**config.mk**
```make
export PLATFORM = sky130hd
export DESIGN_NAME = biquad_df1_smoothed_coefs_core
export DESIGN_NICKNAME = d
export VERILOG_FILES = /design/src/hw/rtl/bqsc_pkg.sv /design/src/hw/rtl/bqsc_mul.sv /design/src/hw/rtl/biquad_df1_smoothed_coefs_core.sv
export SDC_FILE = /design/constraint.sdc
export NUM_CORES = 2
export LEC_CHECK = 0
export BUFFER_PORTS_ARGS = -buffer_cell sky130_fd_sc_hd__buf_2
export CAP_MARGIN = 30
export CORE_ASPECT_RATIO = 0.6
export CORE_UTILIZATION = 60
export DETAILED_ROUTE_END_ITERATION = 10
export MAX_ROUTING_LAYER = met4
export PLACE_DENSITY = 0.77
export SYNTH_ARGS = -nofsm -noshare
export SYNTH_HDL_FRONTEND = slang
export SYNTH_SLANG_ARGS = --single-unit
```
**constraint.sdc**
```tcl
create_clock -name clock -period 22.7 [get_ports clock]
set_input_delay 0 -clock clock [delete_from_list [all_inputs] [get_ports clock]]
set_output_delay 0 -clock clock [all_outputs]
set_load 0.05 [all_outputs]
```
**src/hw/rtl/bqsc_pkg.sv**
```systemverilog
`timescale 1ns / 1ps
// ----------------------------------------------------------------------------
// bqsc_pkg
// Shared types and constants for the smoothed-coefficient DF1 biquad.
// ----------------------------------------------------------------------------
package bqsc_pkg;

   // Coefficient format: signed Q3.28 in 32 bits
   localparam int COEF_W   = 32;
   localparam int DIFF_W   = COEF_W + 1;
   localparam int NUM_COEF = 5;
   localparam int IDX_W    = 3;

   // Smoother gain: unsigned Q1.24, saturated to one
   localparam int KP_W     = 25;
   localparam int KP_SHIFT = 24;
   localparam logic [KP_W-1:0] KP_ONE = 25'h100_0000;
   localparam logic [KP_W-1:0] KP_RESET = 25'd1978700;

   // Operation codes
   localparam int OP_W = 2;
   localparam logic [OP_W-1:0] OP_FILTER = 2'd0;
   localparam logic [OP_W-1:0] OP_LOAD   = 2'd1;
   localparam logic [OP_W-1:0] OP_SNAP   = 2'd2;

   // Register map
   localparam int CSR_ADDR_W = 2;
   localparam int CSR_DATA_W = 32;
   localparam logic [CSR_ADDR_W-1:0] CSR_SMOOTHING_GAIN = 2'd0;

   // Sequencer
   localparam int STEP_W = 4;
   localparam logic [STEP_W-1:0] STEP_LAST = 4'(2 * NUM_COEF - 1);

   // Tag that travels with each product through the shared multiplier
   typedef struct packed {
      logic             valid;
      logic             smooth;
      logic [IDX_W-1:0] idx;
   } mul_tag_type;

endpackage

```
**src/hw/rtl/bqsc_mul.sv**
```systemverilog
`timescale 1ns / 1ps
// ----------------------------------------------------------------------------
// bqsc_mul
// Shared signed multiplier with registered product and tag.
// ----------------------------------------------------------------------------
module bqsc_mul #(
   parameter int A_W = 33,
   parameter int B_W = 26
) (
   input  logic                      clock,
   input  logic                      reset,
   input  logic signed [A_W-1:0]     op_a,
   input  logic signed [B_W-1:0]     op_b,
   input  bqsc_pkg::mul_tag_type     tag_in,
   output logic signed [A_W+B_W-1:0] product,
   output bqsc_pkg::mul_tag_type     tag_out
);
   import bqsc_pkg::*;

   localparam int P_W = A_W + B_W;

   logic signed [P_W-1:0] prod_ff;
   logic signed [P_W-1:0] prod_in;
   mul_tag_type           tag_ff;

   assign prod_in = P_W'(op_a) * P_W'(op_b);

   always_ff @(posedge clock) begin
      prod_ff <= prod_in;
      if (reset) begin
         tag_ff <= '0;
      end else begin
         tag_ff <= tag_in;
      end
   end

   assign product = prod_ff;
   assign tag_out = tag_ff;

endmodule

```
**src/hw/rtl/biquad_df1_smoothed_coefs_core.sv**
```systemverilog
`timescale 1ns / 1ps
// ----------------------------------------------------------------------------
// biquad_df1_smoothed_coefs_core
// Direct form I biquad with one-pole smoothed Q3.28 coefficients.
// ----------------------------------------------------------------------------
// For a filter word, the five coefficient smoother products and the five tap
// products all pass through one registered multiplier, one product issued
// per cycle in the run state, followed by a drain state and a round/saturate
// (finish) state. The sequencer returns to idle as the result is registered;
// the round/saturate state stretches for as long as the previous result
// still waits on the output register. Load and snap words complete in the
// cycle they are accepted and return no result. The next word is taken as
// soon as the sequencer is back in idle, even while the last result still
// waits on the output register.
module biquad_df1_smoothed_coefs_core #(
   parameter int SAMPLE_BITS    = 24,
   parameter int COEF_FRAC_BITS = 28
) (
   input  logic                                  clock,
   input  logic                                  reset,
   // request channel
   input  logic                                  req_valid,
   output logic                                  req_ready,
   input  logic [bqsc_pkg::OP_W-1:0]             req_operation,
   input  logic [bqsc_pkg::IDX_W-1:0]            req_coef_index,
   input  logic signed [bqsc_pkg::COEF_W-1:0]    req_coef_target,
   input  logic signed [SAMPLE_BITS-1:0]         req_sample_in,
   // response channel
   output logic                                  rsp_valid,
   input  logic                                  rsp_ready,
   output logic signed [SAMPLE_BITS-1:0]         rsp_filtered_sample,
   // register port
   input  logic                                  csr_psel,
   input  logic                                  csr_penable,
   input  logic                                  csr_pwrite,
   input  logic [bqsc_pkg::CSR_ADDR_W-1:0]       csr_paddr,
   input  logic [bqsc_pkg::CSR_DATA_W-1:0]       csr_pwdata,
   output logic [bqsc_pkg::CSR_DATA_W-1:0]       csr_prdata,
   output logic                                  csr_pready
);
   import bqsc_pkg::*;

   localparam int MUL_A_W = DIFF_W;
   localparam int MUL_B_W = (SAMPLE_BITS > KP_W + 1) ? SAMPLE_BITS : KP_W + 1;
   localparam int PROD_W  = MUL_A_W + MUL_B_W;
   localparam int TERM_W  = COEF_W + SAMPLE_BITS;
   localparam int ACC_W   = TERM_W + 3;

   localparam logic [1:0] S_IDLE   = 2'd0;
   localparam logic [1:0] S_RUN    = 2'd1;
   localparam logic [1:0] S_DRAIN  = 2'd2;
   localparam logic [1:0] S_FINISH = 2'd3;

   localparam logic signed [ACC_W-1:0] ROUND_F =
      {{(ACC_W-COEF_FRAC_BITS){1'b0}}, 1'b1, {(COEF_FRAC_BITS-1){1'b0}}};
   localparam logic signed [ACC_W-1:0] SMAX =
      {{(ACC_W-SAMPLE_BITS+1){1'b0}}, {(SAMPLE_BITS-1){1'b1}}};
   localparam logic signed [ACC_W-1:0] SMIN =
      {{(ACC_W-SAMPLE_BITS+1){1'b1}}, {(SAMPLE_BITS-1){1'b0}}};
   localparam logic signed [PROD_W-1:0] ROUND_KP =
      {{(PROD_W-KP_SHIFT){1'b0}}, 1'b1, {(KP_SHIFT-1){1'b0}}};

   // state
   logic [KP_W-1:0]               gain_ff;
   logic signed [COEF_W-1:0]      goal_ff [NUM_COEF];
   logic signed [COEF_W-1:0]      cur_ff  [NUM_COEF];
   logic signed [SAMPLE_BITS-1:0] x0_ff, x1_ff, x2_ff, y1_ff, y2_ff;
   logic [1:0]                    state_ff;
   logic [STEP_W-1:0]             step_ff;
   logic signed [ACC_W-1:0]       acc_ff;
   logic signed [COEF_W-1:0]      held_cur_ff;
   logic                          rsp_valid_ff;
   logic signed [SAMPLE_BITS-1:0] rsp_sample_ff;

   // combinational
   logic                          req_fire;
   logic                          csr_write;
   logic                          issue_smooth;
   logic [IDX_W-1:0]              issue_idx;
   logic signed [COEF_W-1:0]      coef_sel;
   logic signed [COEF_W-1:0]      goal_sel;
   logic signed [SAMPLE_BITS-1:0] tap_sel;
   logic [KP_W-1:0]               kp_eff;
   logic signed [MUL_A_W-1:0]     op_a;
   logic signed [MUL_B_W-1:0]     op_b;
   mul_tag_type                   tag_in;
   logic signed [PROD_W-1:0]      product;
   mul_tag_type                   tag_out;
   logic signed [PROD_W-1:0]      kp_step;
   logic signed [COEF_W-1:0]      cur_upd_in;
   logic signed [ACC_W-1:0]       acc_in;
   logic signed [ACC_W-1:0]       y_wide;
   logic signed [SAMPLE_BITS-1:0] y_in;
   logic                          out_free;

   assign req_ready = (state_ff == S_IDLE);
   assign req_fire  = req_valid && req_ready;
   assign csr_write = csr_psel && csr_penable && csr_pwrite && csr_pready;
   assign csr_pready = 1'b1;
   assign csr_prdata = (csr_paddr == CSR_SMOOTHING_GAIN) ? CSR_DATA_W'(gain_ff) : '0;

   assign rsp_valid           = rsp_valid_ff;
   assign rsp_filtered_sample = rsp_sample_ff;
   assign out_free            = !rsp_valid_ff || rsp_ready;

   // Issue side: smoother products first, then the five taps
   assign issue_smooth = (step_ff < STEP_W'(NUM_COEF));
   assign issue_idx    = issue_smooth ? step_ff[IDX_W-1:0]
                                      : IDX_W'(step_ff - STEP_W'(NUM_COEF));
   assign coef_sel     = cur_ff[issue_idx];
   assign goal_sel     = goal_ff[issue_idx];
   assign kp_eff       = (gain_ff > KP_ONE) ? KP_ONE : gain_ff;

   always_comb begin
      case (issue_idx)
         3'd0:    tap_sel = x0_ff;
         3'd1:    tap_sel = x1_ff;
         3'd2:    tap_sel = x2_ff;
         3'd3:    tap_sel = y1_ff;
         3'd4:    tap_sel = y2_ff;
         default: tap_sel = '0;
      endcase
   end

   always_comb begin
      if (issue_smooth) begin
         op_a = MUL_A_W'(goal_sel) - MUL_A_W'(coef_sel);
         op_b = $signed(MUL_B_W'({1'b0, kp_eff}));
      end else begin
         op_a = MUL_A_W'(coef_sel);
         op_b = MUL_B_W'(tap_sel);
      end
      tag_in.valid  = (state_ff == S_RUN);
      tag_in.smooth = issue_smooth;
      tag_in.idx    = issue_idx;
   end

   bqsc_mul #(
      .A_W (MUL_A_W),
      .B_W (MUL_B_W)
   ) u_mul (
      .clock   (clock),
      .reset   (reset),
      .op_a    (op_a),
      .op_b    (op_b),
      .tag_in  (tag_in),
      .product (product),
      .tag_out (tag_out)
   );

   // Retire side: coefficient glide step or accumulate a tap term
   assign kp_step    = (product + ROUND_KP) >>> KP_SHIFT;
   assign cur_upd_in = held_cur_ff + kp_step[COEF_W-1:0];
   assign acc_in     = acc_ff + ACC_W'($signed(product[TERM_W-1:0]));

   // Round halves up, then clamp to the sample range
   assign y_wide = (acc_ff + ROUND_F) >>> COEF_FRAC_BITS;
   always_comb begin
      if (y_wide > SMAX) begin
         y_in = SMAX[SAMPLE_BITS-1:0];
      end else if (y_wide < SMIN) begin
         y_in = SMIN[SAMPLE_BITS-1:0];
      end else begin
         y_in = y_wide[SAMPLE_BITS-1:0];
      end
   end

   always_ff @(posedge clock) begin
      if (reset) begin
         gain_ff      <= KP_RESET;
         state_ff     <= S_IDLE;
         step_ff      <= '0;
         rsp_valid_ff <= 1'b0;
         x0_ff        <= '0;
         x1_ff        <= '0;
         x2_ff        <= '0;
         y1_ff        <= '0;
         y2_ff        <= '0;
         acc_ff       <= '0;
         for (int k = 0; k < NUM_COEF; k++) begin
            goal_ff[k] <= '0;
            cur_ff[k]  <= '0;
         end
      end else begin
         if (csr_write && (csr_paddr == CSR_SMOOTHING_GAIN)) begin
            gain_ff <= csr_pwdata[KP_W-1:0];
         end

         // drop the word unless a new result is loaded in the same cycle
         if (rsp_valid_ff && rsp_ready && (state_ff != S_FINISH)) begin
            rsp_valid_ff <= 1'b0;
         end

         if (tag_in.valid) begin
            held_cur_ff <= coef_sel;
         end

         if (tag_out.valid) begin
            if (tag_out.smooth) begin
               cur_ff[tag_out.idx] <= cur_upd_in;
            end else begin
               acc_ff <= acc_in;
            end
         end

         case (state_ff)
            S_IDLE: begin
               if (req_fire) begin
                  case (req_operation)
                     OP_FILTER: begin
                        x0_ff    <= req_sample_in;
                        acc_ff   <= '0;
                        step_ff  <= '0;
                        state_ff <= S_RUN;
                     end
                     OP_LOAD: begin
                        if (req_coef_index < IDX_W'(NUM_COEF)) begin
                           goal_ff[req_coef_index] <= req_coef_target;
                        end
                     end
                     OP_SNAP: begin
                        for (int k = 0; k < NUM_COEF; k++) begin
                           cur_ff[k] <= goal_ff[k];
                        end
                        x1_ff <= req_sample_in;
                        x2_ff <= req_sample_in;
                        y1_ff <= req_sample_in;
                        y2_ff <= req_sample_in;
                     end
                     default: begin
                     end
                  endcase
               end
            end
            S_RUN: begin
               if (step_ff == STEP_LAST) begin
                  state_ff <= S_DRAIN;
               end else begin
                  step_ff <= step_ff + 1'b1;
               end
            end
            S_DRAIN: begin
               state_ff <= S_FINISH;
            end
            S_FINISH: begin
               // hold until the output register is free
               if (out_free) begin
                  rsp_sample_ff <= y_in;
                  rsp_valid_ff  <= 1'b1;
                  x2_ff         <= x1_ff;
                  x1_ff         <= x0_ff;
                  y2_ff         <= y1_ff;
                  y1_ff         <= y_in;
                  state_ff      <= S_IDLE;
               end
            end
            default: begin
               state_ff <= S_IDLE;
            end
         endcase
      end
   end

endmodule
```
Word-level counts from Yosys, hierarchy flattened:

Memory sizes are Yosys's and may differ from the RTL's.
Cells that the tools add are included.

* memories kept: 2
* output and inout port bits: 59
* register bits: 328
* word-level logic and storage cells: 155
* bits in writable memories: 320

* bitwise gates (word level): 21
* $mul: 1
* add/subtract/negate cells: 7
* muxes and demuxes: 60
* reductions and logical operators: 21
* order comparisons: 5
* equal/unequal tests: 22

Memories
* cur_ff: depth 5, bits a word 32, rd ports 1, clocked after Yosys merged registers in 0, wr ports 6, RTL line biquad_df1_smoothed_coefs_core.sv:66 `logic signed [COEF_W-1:0] cur_ff [NUM_COEF];`
* goal_ff: depth 5, bits a word 32, rd ports 6, clocked after Yosys merged registers in 0, wr ports 5, RTL line biquad_df1_smoothed_coefs_core.sv:65 `logic signed [COEF_W-1:0] goal_ff [NUM_COEF];`

Operators with widths (count)
* $mux 59: 5
* $mux 24: 8
* $mux 32: 6
* $pmux 24 s2: 4
* $pmux 24 s5: 1
* $add 59x29->59 const B: 1
* $add 59x56->59: 1
* $add 56x25->56 const B: 1
* $mul 33x26->56: 1
* $mux 25: 2
* $mux 33: 1
* $sub 32x32->33: 1
* $add 32x32->32: 1
* $reduce_or 32->1: 1
* $gt 31x24->1 const B: 1
* $lt 31x24->1 const B: 1
* $mux 26: 1
* $gt 25x25->1 const B: 1
* $mux 1: 21
* $eq 3x3->1 const B: 6
* $mux 4: 3
* $reduce_and 4->1: 3
* $and 1x1->1: 10
* $mux 2: 4
* 24 further kinds: 52

Logic depth before layout (Yosys ltp):

* word-level depth: 13
* depth in mapped cells: 57
* mapped depth without buffers: 49

Cells and area by module:

From an unflattened synthesis, not the netlist that was laid out.

* cells, all modules: 7131
* area, all modules: 72487.0 um^2

Modules (own cells, without submodules)
* biquad_df1_smoothed_coefs_core: times used 1, cells each 3758, sequential area each 21280.4 um^2, area an instance 41197.0 um^2
* bqsc_mul: times used 1, cells each 3373, sequential area each 1281.2 um^2, area an instance 31290.0 um^2

Worst setup path after synthesis:

OpenSTA, ideal clock, no wires.

* path type: register -> register
* start: register step_ff[0]
* end: register u_mul.prod_ff[52] (netlist: u_mul.product[52])
* clock period less this slack: 11.458 ns
* stages on the path, launching flop included: 55
* path slack: 11.242 ns
* setup time: 0.124 ns
* data required time: 22.576 ns
* arrival: 11.334 ns
* cells stage by stage: dfxtp_1 buf_2 inv_1 buf_2 ha_1 buf_6 and2b_4 nor3_2 or2_1 buf_4 buf_2 buf_4 buf_2 buf_1 nand2_1 a31oi_1 nor2_1 ha_1 [19 not listed] fa_1 fa_1 inv_1 fa_1 inv_1 fa_1 inv_1 ha_1 a2111oi_0 o21ai_0 o2111a_1 a221oi_1 nand2_1 o221ai_2 a21oi_1 a311o_1 a21oi_1 xnor2_1

* cells in the longest elaborated chain, start to end: 6
* elaborated cells on any way between the ends: 15
* classes of those cells: add/sub (2); mul (1); order compare (1); eq/ne (4); mux (4); reduce/logical (1); memory (2)

Ends and longest elaborated chain
* from (decl): RTL line biquad_df1_smoothed_coefs_core.sv:69 `logic [STEP_W-1:0] step_ff;`
* from (signal assigned): RTL line biquad_df1_smoothed_coefs_core.sv:239 `step_ff <= step_ff + 1'b1;`
* $lt 4x3->1 / $sub 3x3->3 (equally long branches): RTL line biquad_df1_smoothed_coefs_core.sv:107, biquad_df1_smoothed_coefs_core.sv:109
* $mux 3: RTL line biquad_df1_smoothed_coefs_core.sv:108 `assign issue_idx = issue_smooth ? step_ff[IDX_W-1:0]`
* $mem_v2 5x32, or another cell as far along
* $sub 32x32->33 / $pmux 24 s5 (equally long branches): RTL line biquad_df1_smoothed_coefs_core.sv:127, biquad_df1_smoothed_coefs_core.sv:115
* $mux 33 / $mux 26 (equally long branches): RTL line biquad_df1_smoothed_coefs_core.sv:126 `if (issue_smooth) begin`
* $mul 33x26->56 (*): RTL line bqsc_mul.sv:26 `assign prod_in = P_W'(op_a) * P_W'(op_b);`
* via u_mul.prod_in[52]: RTL line bqsc_mul.sv:23 `logic signed [P_W-1:0] prod_in;`
* to (signal assigned): RTL line bqsc_mul.sv:29 `prod_ff <= prod_in;`
* to (decl): RTL line bqsc_mul.sv:22 `logic signed [P_W-1:0] prod_ff;`

The timed path passes the listed nets; every way through them passes the cells marked *.
A chain may end at the register's enable or synchronous reset.

Final worst setup path:

* start: register step_ff[0]
* end: register u_mul.prod_ff[52] (netlist: u_mul.product[52])

* cells in the longest elaborated chain, start to end: 6
* elaborated cells on any way between the ends: 15
* classes of those cells: add/sub (2); mul (1); order compare (1); eq/ne (4); mux (4); reduce/logical (1); memory (2)

Ends and longest elaborated chain
* $lt 4x3->1 / $sub 3x3->3 (equally long branches): RTL line biquad_df1_smoothed_coefs_core.sv:107, biquad_df1_smoothed_coefs_core.sv:109
* $mux 3 (*): RTL line biquad_df1_smoothed_coefs_core.sv:108
* $mem_v2 5x32 (*)
* via coef_sel[0]: RTL line biquad_df1_smoothed_coefs_core.sv:80 `logic signed [COEF_W-1:0] coef_sel;`
* $sub 32x32->33: RTL line biquad_df1_smoothed_coefs_core.sv:127 `op_a = MUL_A_W'(goal_sel) - MUL_A_W'(coef_sel);`
* $mux 33 (*): RTL line biquad_df1_smoothed_coefs_core.sv:126
* $mul 33x26->56 (*): RTL line bqsc_mul.sv:26
* via u_mul.prod_in[52]: RTL line bqsc_mul.sv:23

Marks and branches as above.

==> run summary <==
CTS tree = done
clock latency on the worst-skew pair = 0.71 ns
Routed Wire Length = 245000 um
initial antenna violation count = 8
largest net degree at the start of global routing = 111
wire per inst = 26.6 um
endpoints failing hold = 0
first-pass GRT wire length = 367000 um
Post-DP Area = 0.0743 mm^2
GRT Util Overall = 42.3%
Rel. slew slack = 25.3%
Core ar. = 0.117 mm^2
family with the most delay on the worst path = compound AO/OA/AOI/OAI gates
Syn Inst Count = 7337
setup violators final = 0
skew final = 0.0484 ns
Yosys warnings = 0
Placed Cells = 8901
synth-to-layout area growth = 9.74%
fraction of registers with async set/reset = 0%
max incr delay on CP = 0.83 ns
Max-Cap Viols = 0
Main synth FF type = edfxtp_1
CTS HTree Levels = 3
First-pass DRT Iterations = 7
Via density = 6.38
area share of the largest cell type after synthesis = 23.9%
initial DRC count = 8799
most frequent cells in the layout = nand2_1 (1094), inv_1 (971), fa_1 (852)
RSZ-0062 raised after global routing = no
cts bufs inserted = 80
status = completed
Crit path required time = 23.34 ns
Rows = 97
chip width = 448 um
Post-synth EDFFs = 568
Top Ports = 161
Post-CTS Hold Buffers = 121
count of cell types in the netlist = 119
Mapped Area = 0.0715 mm^2
worst-case clock buffer depth = 3
Worst Setup End Kind = flip-flop
GRT overflow = 0
commonest non-fill, non-tap cell in the layout = nand2_1
#FFs+latches synth = 840
Area contributors post-synth = edfxtp_1 (24%), fa_1 (24%), dfxtp_1 (7.6%)
kind of critical path = reg -> reg
CTS clk-pin slew, worst paths = 0.07 ns
f_max = 63.1 MHz
number of buffers and inverters on the critical path = 12
Setup crit start kind = flip-flop
root buffer cell = clkbuf_16
Die H = 269 um
Worst Path Max Fanout = 59
Tmin final = 15.85 ns
Seq/Total Area, Yosys = 31.5%
drc violations = 0
syn avg cell area = 9.74 um^2
DP Wirelength = 173000 um
port bufs = 145
routed vias = 58600
effective utilization at floorplan = 60.9%
DRT antenna net count = 0
vias in the first global route = 57600
hold crit path type = in -> reg
full die area = 0.121 mm^2
Non-Filler Instances = 9194
FILL cells = 9053
Yosys top cell by area = edfxtp_1
Slew Limit Fails = 0
worst slew pin tran = 1.10 ns
gpl congestion = 1.03
fraction of layout cells with a size suffix above 1 = 7.75%
Clock Sinks = 840
Crit-path slowest cell = a221oi_1
Setup Fix Bufs, Post-CTS = 0
CP Data Arrival Time = 16.49 ns
layout net count = 8774
fin crit share = 69.8%
Fin Setup TNS = 0 ns
Resized cells post-CTS = 0
Design Area, Final = 0.0784 mm^2
cell usage after synthesis, types with 15 or more instances:
| master | n |
|---|---|
| nor2b_1 | 69 |
| a21o_1 | 130 |
| a221o_1 | 21 |
| xnor2_1 | 151 |
| dfxtp_1 | 272 |
| a21oi_2 | 17 |
| buf_2 | 113 |
| a21oi_1 | 364 |
| nand2_1 | 1101 |
| clkbuf_1 | 260 |
| nor4_1 | 15 |
| o21ai_1 | 21 |
| nand3_1 | 91 |
| ha_1 | 286 |
| buf_1 | 20 |
| edfxtp_1 | 568 |
| a211oi_1 | 92 |
| nor3_1 | 41 |
| and2_1 | 237 |
| a22o_1 | 172 |
| a221oi_1 | 21 |
| nand2b_1 | 38 |
| mux2i_1 | 21 |
| a22oi_1 | 30 |
| nor2_1 | 464 |
| o22ai_1 | 28 |
| inv_1 | 971 |
| nand4_1 | 32 |
| a222oi_1 | 23 |
| fa_1 | 852 |
| and3_1 | 106 |
| a31oi_1 | 59 |
| xor2_1 | 73 |
| o221ai_1 | 89 |
| o21a_1 | 29 |
| o21ai_0 | 175 |
| o21bai_1 | 30 |
| buf_4 | 16 |
path summary, 6_finish.rpt:
kind / slack (ns) / to / depth (start not counted) / startpoint
max: 6.85 / u_mul.product[52] / 51 / step_ff[0]
min: 0.02 / goal_ff[3][24] / 3 / req_coef_index[0]
max reg2reg: 6.85 / u_mul.product[52] / 51 / step_ff[0]
min reg2reg: 0.46 / acc_ff[11] / 2 / acc_ff[11]
per-layer routing:
metal / global-route usage [%] / vias to the layer above / share of wire, % / wire (um)
met3: 18.2 / 554 / 18 / 45000
met5: - / - / 0 / 0
met4: 11.8 / 0 / 3.1 / 7470
met2: 53.6 / 4654 / 39 / 96300
li1: - / 24800 / - / -
met1: 60.9 / 28600 / 39 / 96200
logic make-up (layout without fill, tap and decap cells):
logic type,Yosys count,in the layout,share of synthesized area [%]
fa+ha+maj,1138,1138,28.9
simple gates,2270,2270,14.4
mux,37,37,0.719
flops,840,840,31.5
xor+xnor,229,229,2.86
buf+inv,1387,1545,7.61
other cells,2,117,0.0105
compound gates,1434,1434,14.1
worst reg2reg max path, delay by kind of cell (launching register included):
| family | cells | cell delay (ns) |
|---|---|---|
| adder cells (fa/ha/maj) | 11 | 5.24 |
| buffers and inverters | 12 | 2.44 |
| AND/OR/NAND/NOR | 10 | 2.24 |
| AO/OA/AOI/OAI | 16 | 5.27 |
| flip-flops | 1 | 0.30 |
| XOR/XNOR | 2 | 0.27 |
through the flow:
step | hold slack [ns] | setup slack, ns | util, %
2_1_floorplan | 0.0989 | 11.24 | -
3_3_place_gp | 0.213 | 7.65 | 63.2
3_5_place_dp | 0.216 | 7.51 | 63.3
4_1_cts | 0.0469 | 7.41 | 66.6
5_1_grt | 0.0243 | 6.28 | 66.8
6_report | 0.0221 | 6.85 | 66.8
cell type report:
class,count,area (um^2),area share [%]
antenna,13,32.5,0.0415
clock buffer,103,2180,2.78
clock inverter,42,505,0.644
inverter,973,3650,4.66
multi-input combinational,5212,44300,56.4
sequential,840,22500,28.7
tap,1584,1980,2.53
timing repair buffer,427,3330,4.24
sequential cells by signal, indices dropped and copies added (netlist names), 25 cells and up:
register / cells
held_cur_ff: 32
u_mul.product: 56
gain_ff: 25
acc_ff: 59
goal_ff: 256
cur_ff: 256
Power is not shown: default switching activity piles up to over one toggle a cycle in this logic, so the estimate is an artifact.
